--- config.mk ---
export PLATFORM = sky130hd
export DESIGN_NAME = chroma_spill_suppressor_flat
export DESIGN_NICKNAME = d
export VERILOG_FILES = /design/src/hdl/css_pkg.sv /design/src/hdl/css_if.sv /design/src/hdl/css_cfg_regs.sv /design/src/hdl/css_shape.sv /design/src/hdl/css_blend.sv /design/src/hdl/chroma_spill_suppressor.sv /design/src/flat_wrapper.sv
export SDC_FILE = /design/constraint.sdc
export NUM_CORES = 2
export LEC_CHECK = 0
export ABC_AREA = 0
export BUFFER_PORTS_ARGS = -buffer_cell sky130_fd_sc_hd__buf_2
export CAP_MARGIN = 20
export CORE_MARGIN = 4
export CORE_UTILIZATION = 55
export DETAILED_ROUTE_END_ITERATION = 8
export PLACE_DENSITY = 0.72
export SYNTH_ARGS = -nofsm -noshare
export SYNTH_HDL_FRONTEND = slang
export SYNTH_HIERARCHICAL = 1
export SYNTH_SLANG_ARGS = --single-unit
--- constraint.sdc ---
create_clock -name clk_i -period 20 [get_ports clk_i]
set_input_delay 1 -clock clk_i [delete_from_list [all_inputs] [get_ports clk_i]]
set_output_delay 1 -clock clk_i [all_outputs]
set_load 0.01 [all_outputs]
--- src/hdl/css_pkg.sv ---
// Shared types and constants of the chroma spill suppressor.
// No dependencies; every other file of the block refers to it by scoped names.
package css_pkg;

  localparam int unsigned DATA_W     = 16;  // signed Q4.12 pixel component
  localparam int unsigned FRAC_W     = 12;  // fraction bits of Q4.12 and of the amount
  localparam int unsigned AMT_W      = 15;  // unsigned Q3.12 suppression amount
  localparam int unsigned MASK_W     = 6;
  localparam int unsigned DIFF_W     = DATA_W + 2;  // holds a + b - 2k
  localparam int unsigned PROD_W     = DIFF_W + AMT_W + 1;
  localparam int unsigned CFG_IDX_W  = 2;
  localparam int unsigned CFG_DATA_W = 16;

  // Register indexes of the configuration port
  typedef enum logic [CFG_IDX_W-1:0] {
    REG_METHOD = 2'd0,
    REG_KEY    = 2'd1,
    REG_AMOUNT = 2'd2,
    REG_MASK   = 2'd3
  } reg_idx_e;

  // method_select codes
  localparam logic METHOD_BASIC    = 1'b0;
  localparam logic METHOD_DISCREET = 1'b1;

  // key_color codes
  localparam logic KEY_BLUE  = 1'b0;
  localparam logic KEY_GREEN = 1'b1;

  // operation_mask bit positions
  localparam int unsigned MASK_RED     = 0;
  localparam int unsigned MASK_GREEN   = 1;
  localparam int unsigned MASK_BLUE    = 2;
  localparam int unsigned MASK_CYAN    = 3;
  localparam int unsigned MASK_MAGENTA = 4;
  localparam int unsigned MASK_YELLOW  = 5;

  // Reset values of the registers
  localparam logic              METHOD_RST = METHOD_BASIC;
  localparam logic              KEY_RST    = KEY_BLUE;
  localparam logic [AMT_W-1:0]  AMOUNT_RST = 15'd4096;
  localparam logic [MASK_W-1:0] MASK_RST   = 6'd4;

  typedef struct packed {
    logic signed [DATA_W-1:0] red;
    logic signed [DATA_W-1:0] green;
    logic signed [DATA_W-1:0] blue;
    logic signed [DATA_W-1:0] alpha;
  } pixel_t;

  typedef struct packed {
    logic              method;
    logic              key_color;
    logic [AMT_W-1:0]  amount;
    logic [MASK_W-1:0] mask;
  } cfg_t;

  // Beat from the shaping stages to the blend stages: per-channel offsets
  // that get scaled by the amount, plus the original pixel.
  typedef struct packed {
    logic                     disc;
    logic signed [DIFF_W-1:0] diff_r;
    logic signed [DIFF_W-1:0] diff_g;
    logic signed [DIFF_W-1:0] diff_b;
    pixel_t                   orig;
  } shape_t;

endpackage

--- src/hdl/css_if.sv ---
// Channel interfaces of the chroma spill suppressor: pixel in, pixel out, config write.
// Depends on css_pkg for widths.
interface css_pix_in_if;
  logic                             valid;
  logic                             ready;
  logic signed [css_pkg::DATA_W-1:0] red_in;
  logic signed [css_pkg::DATA_W-1:0] green_in;
  logic signed [css_pkg::DATA_W-1:0] blue_in;
  logic signed [css_pkg::DATA_W-1:0] alpha_in;

  modport source (output valid, output red_in, output green_in, output blue_in,
                  output alpha_in, input ready);
  modport sink (input valid, input red_in, input green_in, input blue_in,
                input alpha_in, output ready);
endinterface

interface css_pix_out_if;
  logic                             valid;
  logic                             ready;
  logic signed [css_pkg::DATA_W-1:0] red_out;
  logic signed [css_pkg::DATA_W-1:0] green_out;
  logic signed [css_pkg::DATA_W-1:0] blue_out;
  logic signed [css_pkg::DATA_W-1:0] alpha_out;

  modport source (output valid, output red_out, output green_out, output blue_out,
                  output alpha_out, input ready);
  modport sink (input valid, input red_out, input green_out, input blue_out,
                input alpha_out, output ready);
endinterface

interface css_cfg_if;
  logic                               valid;
  logic                               ready;
  logic [css_pkg::CFG_IDX_W-1:0]      index;
  logic [css_pkg::CFG_DATA_W-1:0]     data;

  modport source (output valid, output index, output data, input ready);
  modport sink (input valid, input index, input data, output ready);
endinterface

--- src/hdl/css_cfg_regs.sv ---
// Configuration register file of the chroma spill suppressor.
// Depends on css_pkg.
module css_cfg_regs (
  input  logic                           clk_i,
  input  logic                           rst_ni,
  input  logic                           valid_i,
  output logic                           ready_o,
  input  logic [css_pkg::CFG_IDX_W-1:0]  index_i,
  input  logic [css_pkg::CFG_DATA_W-1:0] data_i,
  output css_pkg::cfg_t                  cfg_o
);

  css_pkg::cfg_t cfg_q, cfg_d;

  assign ready_o = 1'b1;
  assign cfg_o   = cfg_q;

  always_comb begin
    cfg_d = cfg_q;
    if (valid_i) begin
      unique case (css_pkg::reg_idx_e'(index_i))
        css_pkg::REG_METHOD: cfg_d.method    = data_i[0];
        css_pkg::REG_KEY:    cfg_d.key_color = data_i[0];
        css_pkg::REG_AMOUNT: cfg_d.amount    = data_i[css_pkg::AMT_W-1:0];
        css_pkg::REG_MASK:   cfg_d.mask      = data_i[css_pkg::MASK_W-1:0];
        default:             cfg_d           = cfg_q;
      endcase
    end
  end

  always_ff @(posedge clk_i or negedge rst_ni) begin
    if (!rst_ni) begin
      cfg_q.method    <= css_pkg::METHOD_RST;
      cfg_q.key_color <= css_pkg::KEY_RST;
      cfg_q.amount    <= css_pkg::AMOUNT_RST;
      cfg_q.mask      <= css_pkg::MASK_RST;
    end else begin
      cfg_q <= cfg_d;
    end
  end

endmodule

--- src/hdl/css_shape.sv ---
// Shaping stages 1 and 2: channel clamps, pair lowering and basic key detection.
// Depends on css_pkg.
module css_shape (
  input  logic            clk_i,
  input  logic            rst_ni,
  input  css_pkg::cfg_t   cfg_i,
  input  logic            valid_i,
  output logic            ready_o,
  input  css_pkg::pixel_t pix_i,
  output logic            valid_o,
  input  logic            ready_i,
  output css_pkg::shape_t shape_o
);

  localparam int unsigned DW = css_pkg::DATA_W;
  localparam int unsigned XW = css_pkg::DATA_W + 1;

  typedef struct packed {
    logic                              disc;
    logic                              key_green;
    logic                              target;
    logic signed [css_pkg::DIFF_W-1:0] bdiff;
    logic signed [DW-1:0]              r;
    logic signed [DW-1:0]              g;
    logic signed [DW-1:0]              b;
    css_pkg::pixel_t                   orig;
  } clamp_t;

  logic            v1_q, v2_q;
  logic            adv1, adv2;
  clamp_t          s1_q, s1_d;
  css_pkg::shape_t s2_q, s2_d;

  logic signed [DW-1:0] c_r, c_g, c_b, c_m;
  logic signed [DW-1:0] k_key, k_a, k_o;
  logic signed [DW-1:0] l_r, l_g, l_b, l_m;
  logic signed [XW-1:0] l_e;

  assign adv2    = !v2_q || ready_i;
  assign adv1    = !v1_q || adv2;
  assign ready_o = adv1;
  assign valid_o = v2_q;
  assign shape_o = s2_q;

  // Stage 1: clamp steps in order, and the basic-mode key test
  always_comb begin
    c_r = pix_i.red;
    c_g = pix_i.green;
    c_b = pix_i.blue;
    c_m = '0;
    if (cfg_i.mask[css_pkg::MASK_RED]) begin
      c_m = (c_g > c_b) ? c_g : c_b;
      if (c_r > c_m) c_r = c_m;
    end
    if (cfg_i.mask[css_pkg::MASK_GREEN]) begin
      c_m = (c_r > c_b) ? c_r : c_b;
      if (c_g > c_m) c_g = c_m;
    end
    if (cfg_i.mask[css_pkg::MASK_BLUE]) begin
      c_m = (c_r > c_g) ? c_r : c_g;
      if (c_b > c_m) c_b = c_m;
    end

    if (cfg_i.key_color == css_pkg::KEY_GREEN) begin
      k_key = pix_i.green;
      k_o   = pix_i.blue;
    end else begin
      k_key = pix_i.blue;
      k_o   = pix_i.green;
    end
    k_a = pix_i.red;

    s1_d.disc      = (cfg_i.method == css_pkg::METHOD_DISCREET);
    s1_d.key_green = (cfg_i.key_color == css_pkg::KEY_GREEN);
    s1_d.target    = (k_key > k_a) && (k_key > k_o);
    s1_d.bdiff     = css_pkg::DIFF_W'(k_a) + css_pkg::DIFF_W'(k_o)
                   - (css_pkg::DIFF_W'(k_key) <<< 1);
    s1_d.r         = c_r;
    s1_d.g         = c_g;
    s1_d.b         = c_b;
    s1_d.orig      = pix_i;
  end

  // Stage 2: pair lowering steps, then offsets against the original
  always_comb begin
    l_r = s1_q.r;
    l_g = s1_q.g;
    l_b = s1_q.b;
    l_m = '0;
    l_e = '0;
    if (cfg_i.mask[css_pkg::MASK_CYAN]) begin
      l_m = (l_g < l_b) ? l_g : l_b;
      if (l_m > l_r) begin
        l_e = XW'(l_m) - XW'(l_r);
        l_g = DW'(XW'(l_g) - l_e);
        l_b = DW'(XW'(l_b) - l_e);
      end
    end
    if (cfg_i.mask[css_pkg::MASK_MAGENTA]) begin
      l_m = (l_r < l_b) ? l_r : l_b;
      if (l_m > l_g) begin
        l_e = XW'(l_m) - XW'(l_g);
        l_r = DW'(XW'(l_r) - l_e);
        l_b = DW'(XW'(l_b) - l_e);
      end
    end
    if (cfg_i.mask[css_pkg::MASK_YELLOW]) begin
      l_m = (l_r < l_g) ? l_r : l_g;
      if (l_m > l_b) begin
        l_e = XW'(l_m) - XW'(l_b);
        l_r = DW'(XW'(l_r) - l_e);
        l_g = DW'(XW'(l_g) - l_e);
      end
    end

    s2_d.disc = s1_q.disc;
    s2_d.orig = s1_q.orig;
    if (s1_q.disc) begin
      s2_d.diff_r = css_pkg::DIFF_W'(l_r) - css_pkg::DIFF_W'(s1_q.orig.red);
      s2_d.diff_g = css_pkg::DIFF_W'(l_g) - css_pkg::DIFF_W'(s1_q.orig.green);
      s2_d.diff_b = css_pkg::DIFF_W'(l_b) - css_pkg::DIFF_W'(s1_q.orig.blue);
    end else begin
      s2_d.diff_r = '0;
      s2_d.diff_g = (s1_q.target && s1_q.key_green) ? s1_q.bdiff : '0;
      s2_d.diff_b = (s1_q.target && !s1_q.key_green) ? s1_q.bdiff : '0;
    end
  end

  always_ff @(posedge clk_i or negedge rst_ni) begin
    if (!rst_ni) begin
      v1_q <= 1'b0;
      v2_q <= 1'b0;
    end else begin
      if (adv1) v1_q <= valid_i;
      if (adv2) v2_q <= v1_q;
    end
  end

  always_ff @(posedge clk_i) begin
    if (adv1 && valid_i) s1_q <= s1_d;
    if (adv2 && v1_q)    s2_q <= s2_d;
  end

`ifndef ASSERT_OFF
  a_disc_only_lowers: assert property (@(posedge clk_i) disable iff (!rst_ni)
    v2_q && s2_q.disc |-> s2_q.diff_r <= 0 && s2_q.diff_g <= 0 && s2_q.diff_b <= 0)
    else $error("discreet step raised a channel");
  a_basic_one_channel: assert property (@(posedge clk_i) disable iff (!rst_ni)
    v2_q && !s2_q.disc |-> s2_q.diff_r == 0 && (s2_q.diff_g == 0 || s2_q.diff_b == 0))
    else $error("basic mode moved more than the key channel");
`endif

endmodule

--- src/hdl/css_blend.sv ---
// Blend stages 3 and 4: scale offsets by the amount, round, add back and saturate.
// Depends on css_pkg.
module css_blend (
  input  logic            clk_i,
  input  logic            rst_ni,
  input  css_pkg::cfg_t   cfg_i,
  input  logic            valid_i,
  output logic            ready_o,
  input  css_pkg::shape_t shape_i,
  output logic            valid_o,
  input  logic            ready_i,
  output css_pkg::pixel_t pix_o
);

  localparam int unsigned DW     = css_pkg::DATA_W;
  localparam int unsigned PW     = css_pkg::PROD_W;
  localparam int unsigned RW     = PW + 1;
  localparam int unsigned SW     = PW - css_pkg::FRAC_W;  // rounded step width
  localparam int unsigned TW     = SW + 1;                // sum width
  localparam int unsigned SH_D   = css_pkg::FRAC_W;
  localparam int unsigned SH_B   = css_pkg::FRAC_W + 1;
  localparam logic signed [RW-1:0] HALF_D = RW'(1) <<< (SH_D - 1);
  localparam logic signed [RW-1:0] HALF_B = RW'(1) <<< (SH_B - 1);
  localparam logic signed [TW-1:0] SAT_HI = TW'((2 ** (DW - 1)) - 1);
  localparam logic signed [TW-1:0] SAT_LO = -TW'(2 ** (DW - 1));

  typedef struct packed {
    logic                 disc;
    logic signed [PW-1:0] prod_r;
    logic signed [PW-1:0] prod_g;
    logic signed [PW-1:0] prod_b;
    css_pkg::pixel_t      orig;
  } prod_t;

  logic            v3_q, v4_q;
  logic            adv3, adv4;
  prod_t           s3_q, s3_d;
  css_pkg::pixel_t s4_q, s4_d;
  logic signed [css_pkg::AMT_W:0] amt_s;

  // Round to nearest with ties upward, add to the original, saturate
  function automatic logic signed [DW-1:0] finish(input logic signed [PW-1:0] p,
                                                  input logic signed [DW-1:0] orig,
                                                  input logic disc);
    logic signed [RW-1:0] rnd;
    logic signed [TW-1:0] sum;
    rnd = disc ? ((RW'(p) + HALF_D) >>> SH_D) : ((RW'(p) + HALF_B) >>> SH_B);
    sum = TW'(orig) + TW'($signed(rnd[SW-1:0]));
    if (sum > SAT_HI) begin
      finish = SAT_HI[DW-1:0];
    end else if (sum < SAT_LO) begin
      finish = SAT_LO[DW-1:0];
    end else begin
      finish = sum[DW-1:0];
    end
  endfunction

  assign adv4    = !v4_q || ready_i;
  assign adv3    = !v3_q || adv4;
  assign ready_o = adv3;
  assign valid_o = v4_q;
  assign pix_o   = s4_q;
  assign amt_s   = {1'b0, cfg_i.amount};

  // Stage 3: one multiplier per channel
  always_comb begin
    s3_d.disc   = shape_i.disc;
    s3_d.orig   = shape_i.orig;
    s3_d.prod_r = shape_i.diff_r * amt_s;
    s3_d.prod_g = shape_i.diff_g * amt_s;
    s3_d.prod_b = shape_i.diff_b * amt_s;
  end

  // Stage 4: round, add back to the original and saturate
  always_comb begin
    s4_d.red   = finish(s3_q.prod_r, s3_q.orig.red, s3_q.disc);
    s4_d.green = finish(s3_q.prod_g, s3_q.orig.green, s3_q.disc);
    s4_d.blue  = finish(s3_q.prod_b, s3_q.orig.blue, s3_q.disc);
    s4_d.alpha = s3_q.orig.alpha;
  end

  always_ff @(posedge clk_i or negedge rst_ni) begin
    if (!rst_ni) begin
      v3_q <= 1'b0;
      v4_q <= 1'b0;
    end else begin
      if (adv3) v3_q <= valid_i;
      if (adv4) v4_q <= v3_q;
    end
  end

  always_ff @(posedge clk_i) begin
    if (adv3 && valid_i) s3_q <= s3_d;
    if (adv4 && v3_q)    s4_q <= s4_d;
  end

`ifndef ASSERT_OFF
  a_basic_red_fixed: assert property (@(posedge clk_i) disable iff (!rst_ni)
    v3_q && !s3_q.disc |-> s3_q.prod_r == 0)
    else $error("basic mode scaled the red channel");
  a_disc_prod_sign: assert property (@(posedge clk_i) disable iff (!rst_ni)
    v3_q && s3_q.disc |-> s3_q.prod_r <= 0 && s3_q.prod_g <= 0 && s3_q.prod_b <= 0)
    else $error("discreet blend product is positive");
`endif

endmodule

--- src/hdl/chroma_spill_suppressor.sv ---
// Chroma spill suppressor, top level. Throughput: one pixel per clock while the output
// is ready; four register stages (clamp, pair lowering, multiply, round/saturate),
// each with its own valid bit, so a stalled output only holds stages that are
// occupied. Reset: all valid bits clear, registers return to basic mode, blue key,
// amount 1.0, mask blue; there is no clearing pass.
module chroma_spill_suppressor (
  input  logic                 clk_i,
  input  logic                 rst_ni,
  css_cfg_if.sink              cfg_i,
  css_pix_in_if.sink           pix_i,
  css_pix_out_if.source        pix_o
);

  css_pkg::cfg_t   cfg;
  css_pkg::pixel_t in_pix;
  css_pkg::pixel_t out_pix;
  css_pkg::shape_t shape;
  logic            shape_valid;
  logic            shape_ready;

  // Configuration writes are registered; the port never stalls.
  css_cfg_regs u_cfg (
    .clk_i   (clk_i),
    .rst_ni  (rst_ni),
    .valid_i (cfg_i.valid),
    .ready_o (cfg_i.ready),
    .index_i (cfg_i.index),
    .data_i  (cfg_i.data),
    .cfg_o   (cfg)
  );

  // Pack the input beat into the internal pixel type
  assign in_pix.red   = pix_i.red_in;
  assign in_pix.green = pix_i.green_in;
  assign in_pix.blue  = pix_i.blue_in;
  assign in_pix.alpha = pix_i.alpha_in;

  // Stages 1-2: basic mode picks the key channel and forms (a + b - 2k);
  // discreet mode runs the six masked steps and forms (v - orig).
  css_shape u_shape (
    .clk_i   (clk_i),
    .rst_ni  (rst_ni),
    .cfg_i   (cfg),
    .valid_i (pix_i.valid),
    .ready_o (pix_i.ready),
    .pix_i   (in_pix),
    .valid_o (shape_valid),
    .ready_i (shape_ready),
    .shape_o (shape)
  );

  // Stages 3-4: scale by the amount (2^-13 for basic, 2^-12 for discreet),
  // round half up, add back to the original and saturate. The last stage
  // register is the output register.
  css_blend u_blend (
    .clk_i   (clk_i),
    .rst_ni  (rst_ni),
    .cfg_i   (cfg),
    .valid_i (shape_valid),
    .ready_o (shape_ready),
    .shape_i (shape),
    .valid_o (pix_o.valid),
    .ready_i (pix_o.ready),
    .pix_o   (out_pix)
  );

  // Unpack the result beat onto the output channel
  assign pix_o.red_out   = out_pix.red;
  assign pix_o.green_out = out_pix.green;
  assign pix_o.blue_out  = out_pix.blue;
  assign pix_o.alpha_out = out_pix.alpha;

endmodule

--- src/flat_wrapper.sv ---
// flat-port wrapper written by rule: the top's interface ports become plain ports
module chroma_spill_suppressor_flat 
  (clk_i, rst_ni, cfg_i_valid, cfg_i_index, cfg_i_data, cfg_i_ready, pix_i_valid, pix_i_red_in, pix_i_green_in, pix_i_blue_in, pix_i_alpha_in, pix_i_ready, pix_o_valid, pix_o_red_out, pix_o_green_out, pix_o_blue_out, pix_o_alpha_out, pix_o_ready);
  css_cfg_if cfg_i_i ();
  css_pix_in_if pix_i_i ();
  css_pix_out_if pix_o_i ();
  input  logic clk_i;
  input  logic rst_ni;
  input wire logic [$bits(cfg_i_i.valid)-1:0] cfg_i_valid;
  input wire logic [$bits(cfg_i_i.index)-1:0] cfg_i_index;
  input wire logic [$bits(cfg_i_i.data)-1:0] cfg_i_data;
  output wire logic [$bits(cfg_i_i.ready)-1:0] cfg_i_ready;
  input wire logic [$bits(pix_i_i.valid)-1:0] pix_i_valid;
  input wire logic [$bits(pix_i_i.red_in)-1:0] pix_i_red_in;
  input wire logic [$bits(pix_i_i.green_in)-1:0] pix_i_green_in;
  input wire logic [$bits(pix_i_i.blue_in)-1:0] pix_i_blue_in;
  input wire logic [$bits(pix_i_i.alpha_in)-1:0] pix_i_alpha_in;
  output wire logic [$bits(pix_i_i.ready)-1:0] pix_i_ready;
  output wire logic [$bits(pix_o_i.valid)-1:0] pix_o_valid;
  output wire logic [$bits(pix_o_i.red_out)-1:0] pix_o_red_out;
  output wire logic [$bits(pix_o_i.green_out)-1:0] pix_o_green_out;
  output wire logic [$bits(pix_o_i.blue_out)-1:0] pix_o_blue_out;
  output wire logic [$bits(pix_o_i.alpha_out)-1:0] pix_o_alpha_out;
  input wire logic [$bits(pix_o_i.ready)-1:0] pix_o_ready;
  assign cfg_i_i.valid = cfg_i_valid;
  assign cfg_i_i.index = cfg_i_index;
  assign cfg_i_i.data = cfg_i_data;
  assign cfg_i_ready = cfg_i_i.ready;
  assign pix_i_i.valid = pix_i_valid;
  assign pix_i_i.red_in = pix_i_red_in;
  assign pix_i_i.green_in = pix_i_green_in;
  assign pix_i_i.blue_in = pix_i_blue_in;
  assign pix_i_i.alpha_in = pix_i_alpha_in;
  assign pix_i_ready = pix_i_i.ready;
  assign pix_o_valid = pix_o_i.valid;
  assign pix_o_red_out = pix_o_i.red_out;
  assign pix_o_green_out = pix_o_i.green_out;
  assign pix_o_blue_out = pix_o_i.blue_out;
  assign pix_o_alpha_out = pix_o_i.alpha_out;
  assign pix_o_i.ready = pix_o_ready;
  chroma_spill_suppressor u_core (.clk_i(clk_i), .rst_ni(rst_ni), .cfg_i(cfg_i_i), .pix_i(pix_i_i), .pix_o(pix_o_i));
endmodule
### Word level (Yosys, flattened, before mapping)

Cells that the tools add are included.

* register bits: 509
* output and inout bits: 67

* add/sub/neg operators: 23
* $mul: 3
* order comparisons: 20
* equal/unequal tests: 3
* mux-type cells: 35
* reduce and logical (&&, ||, !) cells: 21

Operator list (count)
* 16-bit 2-to-1 mux: 29
* 16-bit greater-than comparator: 11
* 16-bit subtractor: 9
* 34-bit by 14-bit adder with 35-bit output (second input constant): 3
* 34-bit by 13-bit adder with 34-bit output (second input constant): 3
* 16-bit by 22-bit adder with 23-bit output: 3
* 23-bit by 16-bit greater-than comparator with 1-bit output (second input constant): 3
* 23-bit by 16-bit less-than comparator with 1-bit output (second input constant): 3
* 18-bit by 16-bit multiplier with 34-bit output: 2
* 22-bit 2-to-1 mux: 3
* 16-bit by 16-bit subtractor with 17-bit output: 3
* 16-bit less-than comparator: 3
* 18-bit 2-to-1 mux: 2
* 36-bit 2-to-1 mux: 1
* 17-bit by 16-bit multiplier with 33-bit output: 1
* 17-bit by 17-bit subtractor with 18-bit output: 1
* 16-bit by 16-bit adder with 17-bit output: 1
* 2-bit AND reduction: 4
* 1-bit logical AND: 7
* 1-bit zero test: 5
* 2-bit equality test (second input constant): 2
* 1-bit logical OR: 4
* 2-bit by 1-bit equality test with 1-bit output (second input constant): 1
* 2-bit zero test: 1

### Depth between registers and ports, before layout

* word-level depth: 20
* gate-level depth with buffers: 105
* depth with buffers taken out: 101

### Hierarchy

Netlist, hierarchy kept.

By module, submodules not included
* css_blend: times used 1, cells each 4452, area an instance 42069.1 sq um, sequential area each 5995.8 sq um
* css_shape: times used 1, cells each 2717, area an instance 24963.9 sq um, sequential area each 7587.3 sq um
* css_cfg_regs: times used 1, cells each 53, area an instance 937.1 sq um, sequential area each 578.1 sq um

### Least setup slack after synthesis

Ideal clock, no wire load.

* kind: register to register
* from: reg u_core/u_shape/s1_q[65] (netlist bit)
* to: reg u_core.u_shape.s2_q (netlist bit u_core/u_shape/shape_o[96]), data pin
* setup time: 269 ps
* data arrival time: 20206 ps
* required time: 19731 ps
* slack: -475 ps
* cell stages (with the launch flop): 100
* buffers on the path: 4
* clock period less this slack: 20475 ps
* path through: edfxtp_1 inv_1 ha_1 a21o_1 a21o_1 a21o_1 a21o_1 a21o_1 a21o_1 a21o_1 a21o_1 a211oi_1 o21ai_0 a31o_2 o21ai_1 buf_2 mux2_2 ha_1 [... 64 more ...] a21oi_1 ha_1 inv_1 fa_1 a21o_1 a21oi_1 o21ai_0 a21oi_1 o21ai_0 a21oi_1 o21ai_0 a21oi_1 o21ai_0 a21oi_1 o21bai_1 a21oi_1 xnor2_1 o21ai_0

RTL lines
* start, declared: line css_shape.sv:31 `clamp_t s1_q, s1_d;`
* start signal, assigned: line css_shape.sv:140 `if (adv1 && valid_i) s1_q <= s1_d;`
* end, declared: line css_shape.sv:32 `css_pkg::shape_t s2_q, s2_d;`

==> metrics.txt <==
outcome completed; Synth Area in XOR/XNOR 5.03%; Slew Viols, Final 0; final hold violations 0; port buffer count 151; drt drc 0; hold_sp u_core/u_blend/s3_q[5]; I/O pin cnt 154; synthesized instance count 7,222; layout cells sized above 1 11.3%; first-pass GRT wire length 303,000 um; clk slew on worst S/H paths 60 ps; register cell area after layout 14,200 um^2; top post-synthesis cells by count inv_1 (1,327), fa_1 (844), nand2_1 (760); core area 122,000 um^2; CP Launch Type register; kind of critical path register to register; drt wl/cell 21.0 um; Mean Syn Cell Area 9.41 um^2; number of global-route vias before repair 54,400; RR Startpoint u_core/u_shape/s1_q[65]; Mapped Area 68,000 um^2; Crit. End Element register; CTS root buffer clkbuf_16; maxcap violations 0; met1 Usage GRT 37.2%; top cells by area, synth fa_1 (25%), edfxtp_1 (20%), ha_1 (12%); synth warn 6; EDFF count, synth 449; Hold EP u_core/u_blend/pix_o[5]; Worst-Skew Late Latency 660 ps; DR iter-0 viols 4,495; mux contribution to synthesized area 3.34%; shortest period the worst path allows 19,420 ps; Fmax achieved 0.0515 GHz; Num CTS Buffers 52; clk sinks 476; CTS tree done; FF+latch count, synth 476; grt met3 use 3.92%; multi-input logic area 48,300 um^2; HP Class register to register; Syn-to-layout area delta 9.99%; Setup WS pre-CTS -505 ps; Async S/R FF share, synth 5.67%; Most Frequent Cell on Critical Path a21o_1; 1st-pass router iterations 8; largest family of logic cells by synthesized area adder cells; Rows 128; post-synth top area share 24.9%; Req. time, crit path 20,370 ps; Final setup viols 0; fillcell total 10,200; fin crit share 97.1%; Adder-Cell Fraction of Synth Area 37.1%; cells on worst reg2reg path 96; crit path from u_core/u_shape/s1_q[65]; Worst R2R End u_core/u_shape/shape_o[97]; Seq/Total Area, Yosys 20.8%; largest net degree at the start of global routing 73; Rel. slew slack 24.3%; most used routing layer met2; initial antenna violation count 9; total number of vias 53,000; H-tree depth 2; CP arrival 19,780 ps; Starting Density 55.6%; Synth Area in Simple Gates 14.0%; GP Congestion 1.00; GRT overflow 0; CP Max Fanout 6; met2 Use GR 49.9%; count of different cell masters after synthesis 126; Via density 5.76; top_reg_cell synth edfxtp_1; most frequent cell after synthesis inv_1; Detailed Route WL 194,000 um; Die Width 360 um; Final ANT Viol Nets 0; Die Y-Extent 360 um; Crit path largest cell delay 530 ps; # hold bufs at CTS 0; Slew @ Worst Pin 1120 ps; die area 129,000 um^2; Worst Skew 52.0 ps; Hold Path Depth 0; cell taking the most area after synthesis fa_1; GRT Total Usage 29.7%; Post-DP HPWL 152,000 um; complex-gate fraction of the synthesized area 10.8%; slowest stage cell, crit path fa_2; Longest Clk Path Bufs 3; Final #Nets 9,106; Syn Nets 8,802; R2R setup slack 580 ps; final worst slack 584 ps
critical path, delay by kind of cell (launching register included):
| family | cells | cell delay, ps |
|---|---|---|
| buffers and inverters | 14 | 1690 |
| AO/OA/AOI/OAI | 39 | 7000 |
| flip-flops | 1 | 400 |
| adder cells (fa/ha/maj) | 18 | 5450 |
| XOR/XNOR | 5 | 690 |
| AND/OR/NAND/NOR | 15 | 2460 |
| multiplexers | 5 | 1420 |
per-layer routing:
metal  vias up  part of all wire (%)
met4         2                   6.8
met1     26400                    39
li1      24200                     -
met3       521                   6.3
met5         -                0.0067
met2      1837                    48
kinds of logic (layout without fill, tap and decap cells):
family,Yosys count,in the layout
simple gates,1933,1933
mux,212,212
xor+xnor,382,382
compound gates,1122,1122
fa+ha+maj,1515,1515
buf+inv,1581,1928
flops,476,476
other cells,1,4
layout make-up:
| class | instances | area share [%] |
|---|---|---|
| Sequential cell | 476 | 19.0 |
| Antenna cell | 3 | 0.0100 |
| Timing Repair Buffer | 502 | 4.61 |
| Clock buffer | 58 | 1.77 |
| Tap cell | 1625 | 2.72 |
| Clock inverter | 39 | 0.683 |
| Inverter | 1329 | 6.67 |
| Multi-Input combinational cell | 5165 | 64.6 |
through the flow:
step / setup TNS (ps) / util, % / hold WS, ps / area, um^2 / instances
after floorplan: 0 / - / 400 / 68000 / 7222
after global placement: -141 / 59.1 / 401 / 72300 / 9074
after detailed placement: -2780 / 59.1 / 405 / 72300 / 9074
after CTS: 0 / 60.8 / 406 / 74300 / 9182
after global routing: -1120 / 61.2 / 416 / 74800 / 9194
final: 0 / 61.2 / 405 / 74800 / 9197
repair_timing:
item,CTS,global route
setup endpoints to repair,13,25
resized for setup,23,104
setup buffers,11,11
pin swaps,14,56
cell usage in the layout, fill, tap and decap left out, types with 25 or more instances in the layout:
| cell | synthesis | layout |
|---|---|---|
| xor2_1 | 120 | 119 |
| and3_1 | 47 | 47 |
| nand3_1 | 104 | 103 |
| nor2_1 | 261 | 258 |
| o31ai_1 | 44 | 39 |
| xnor2_1 | 255 | 253 |
| nor2b_1 | 57 | 57 |
| a21oi_1 | 293 | 276 |
| nand4_1 | 68 | 68 |
| fa_1 | 844 | 838 |
| mux2_2 | 76 | 76 |
| edfxtp_1 | 449 | 449 |
| o21a_1 | 65 | 65 |
| buf_4 | 2 | 345 |
| o21ai_0 | 265 | 237 |
| buf_2 | 15 | 151 |
| o21ai_1 | 19 | 36 |
| clkbuf_16 | 0 | 52 |
| mux2i_1 | 126 | 124 |
| and2_1 | 383 | 379 |
| o21bai_1 | 28 | 28 |
| a21boi_0 | 31 | 27 |
| ha_1 | 649 | 641 |
| inv_1 | 1327 | 1326 |
| a21o_1 | 117 | 117 |
| nand2b_1 | 73 | 73 |
| nor3_1 | 52 | 52 |
| nand2_1 | 760 | 760 |
| a211oi_1 | 29 | 25 |
| or3_1 | 26 | 26 |
worst max path at each step:
stage	depth (start not counted)	to
after CTS	104	u_core/u_shape/shape_o[96]
after detailed placement	100	u_core/u_shape/shape_o[115]
after floorplan	99	u_core/u_shape/shape_o[96]
after global routing	99	u_core/u_shape/shape_o[97]
after global placement	100	u_core/u_shape/shape_o[115]
final	96	u_core/u_shape/shape_o[97]
flip-flops by register name, summed over array words and instances, names as in the netlist:
name	flops
u_core/u_blend/s3_q	134
u_core/u_shape/s1_q	133
u_core/u_shape/shape_o	118
u_core/u_blend/pix_o	64
u_core/u_cfg/cfg_o	23
u_core/u_blend/v3_q	1
u_core/u_blend/valid_o	1
u_core/u_shape/v1_q	1
u_core/u_shape/valid_o	1
Power is not shown: default switching activity piles up to over one toggle a cycle in this logic, so the estimate is an artifact.
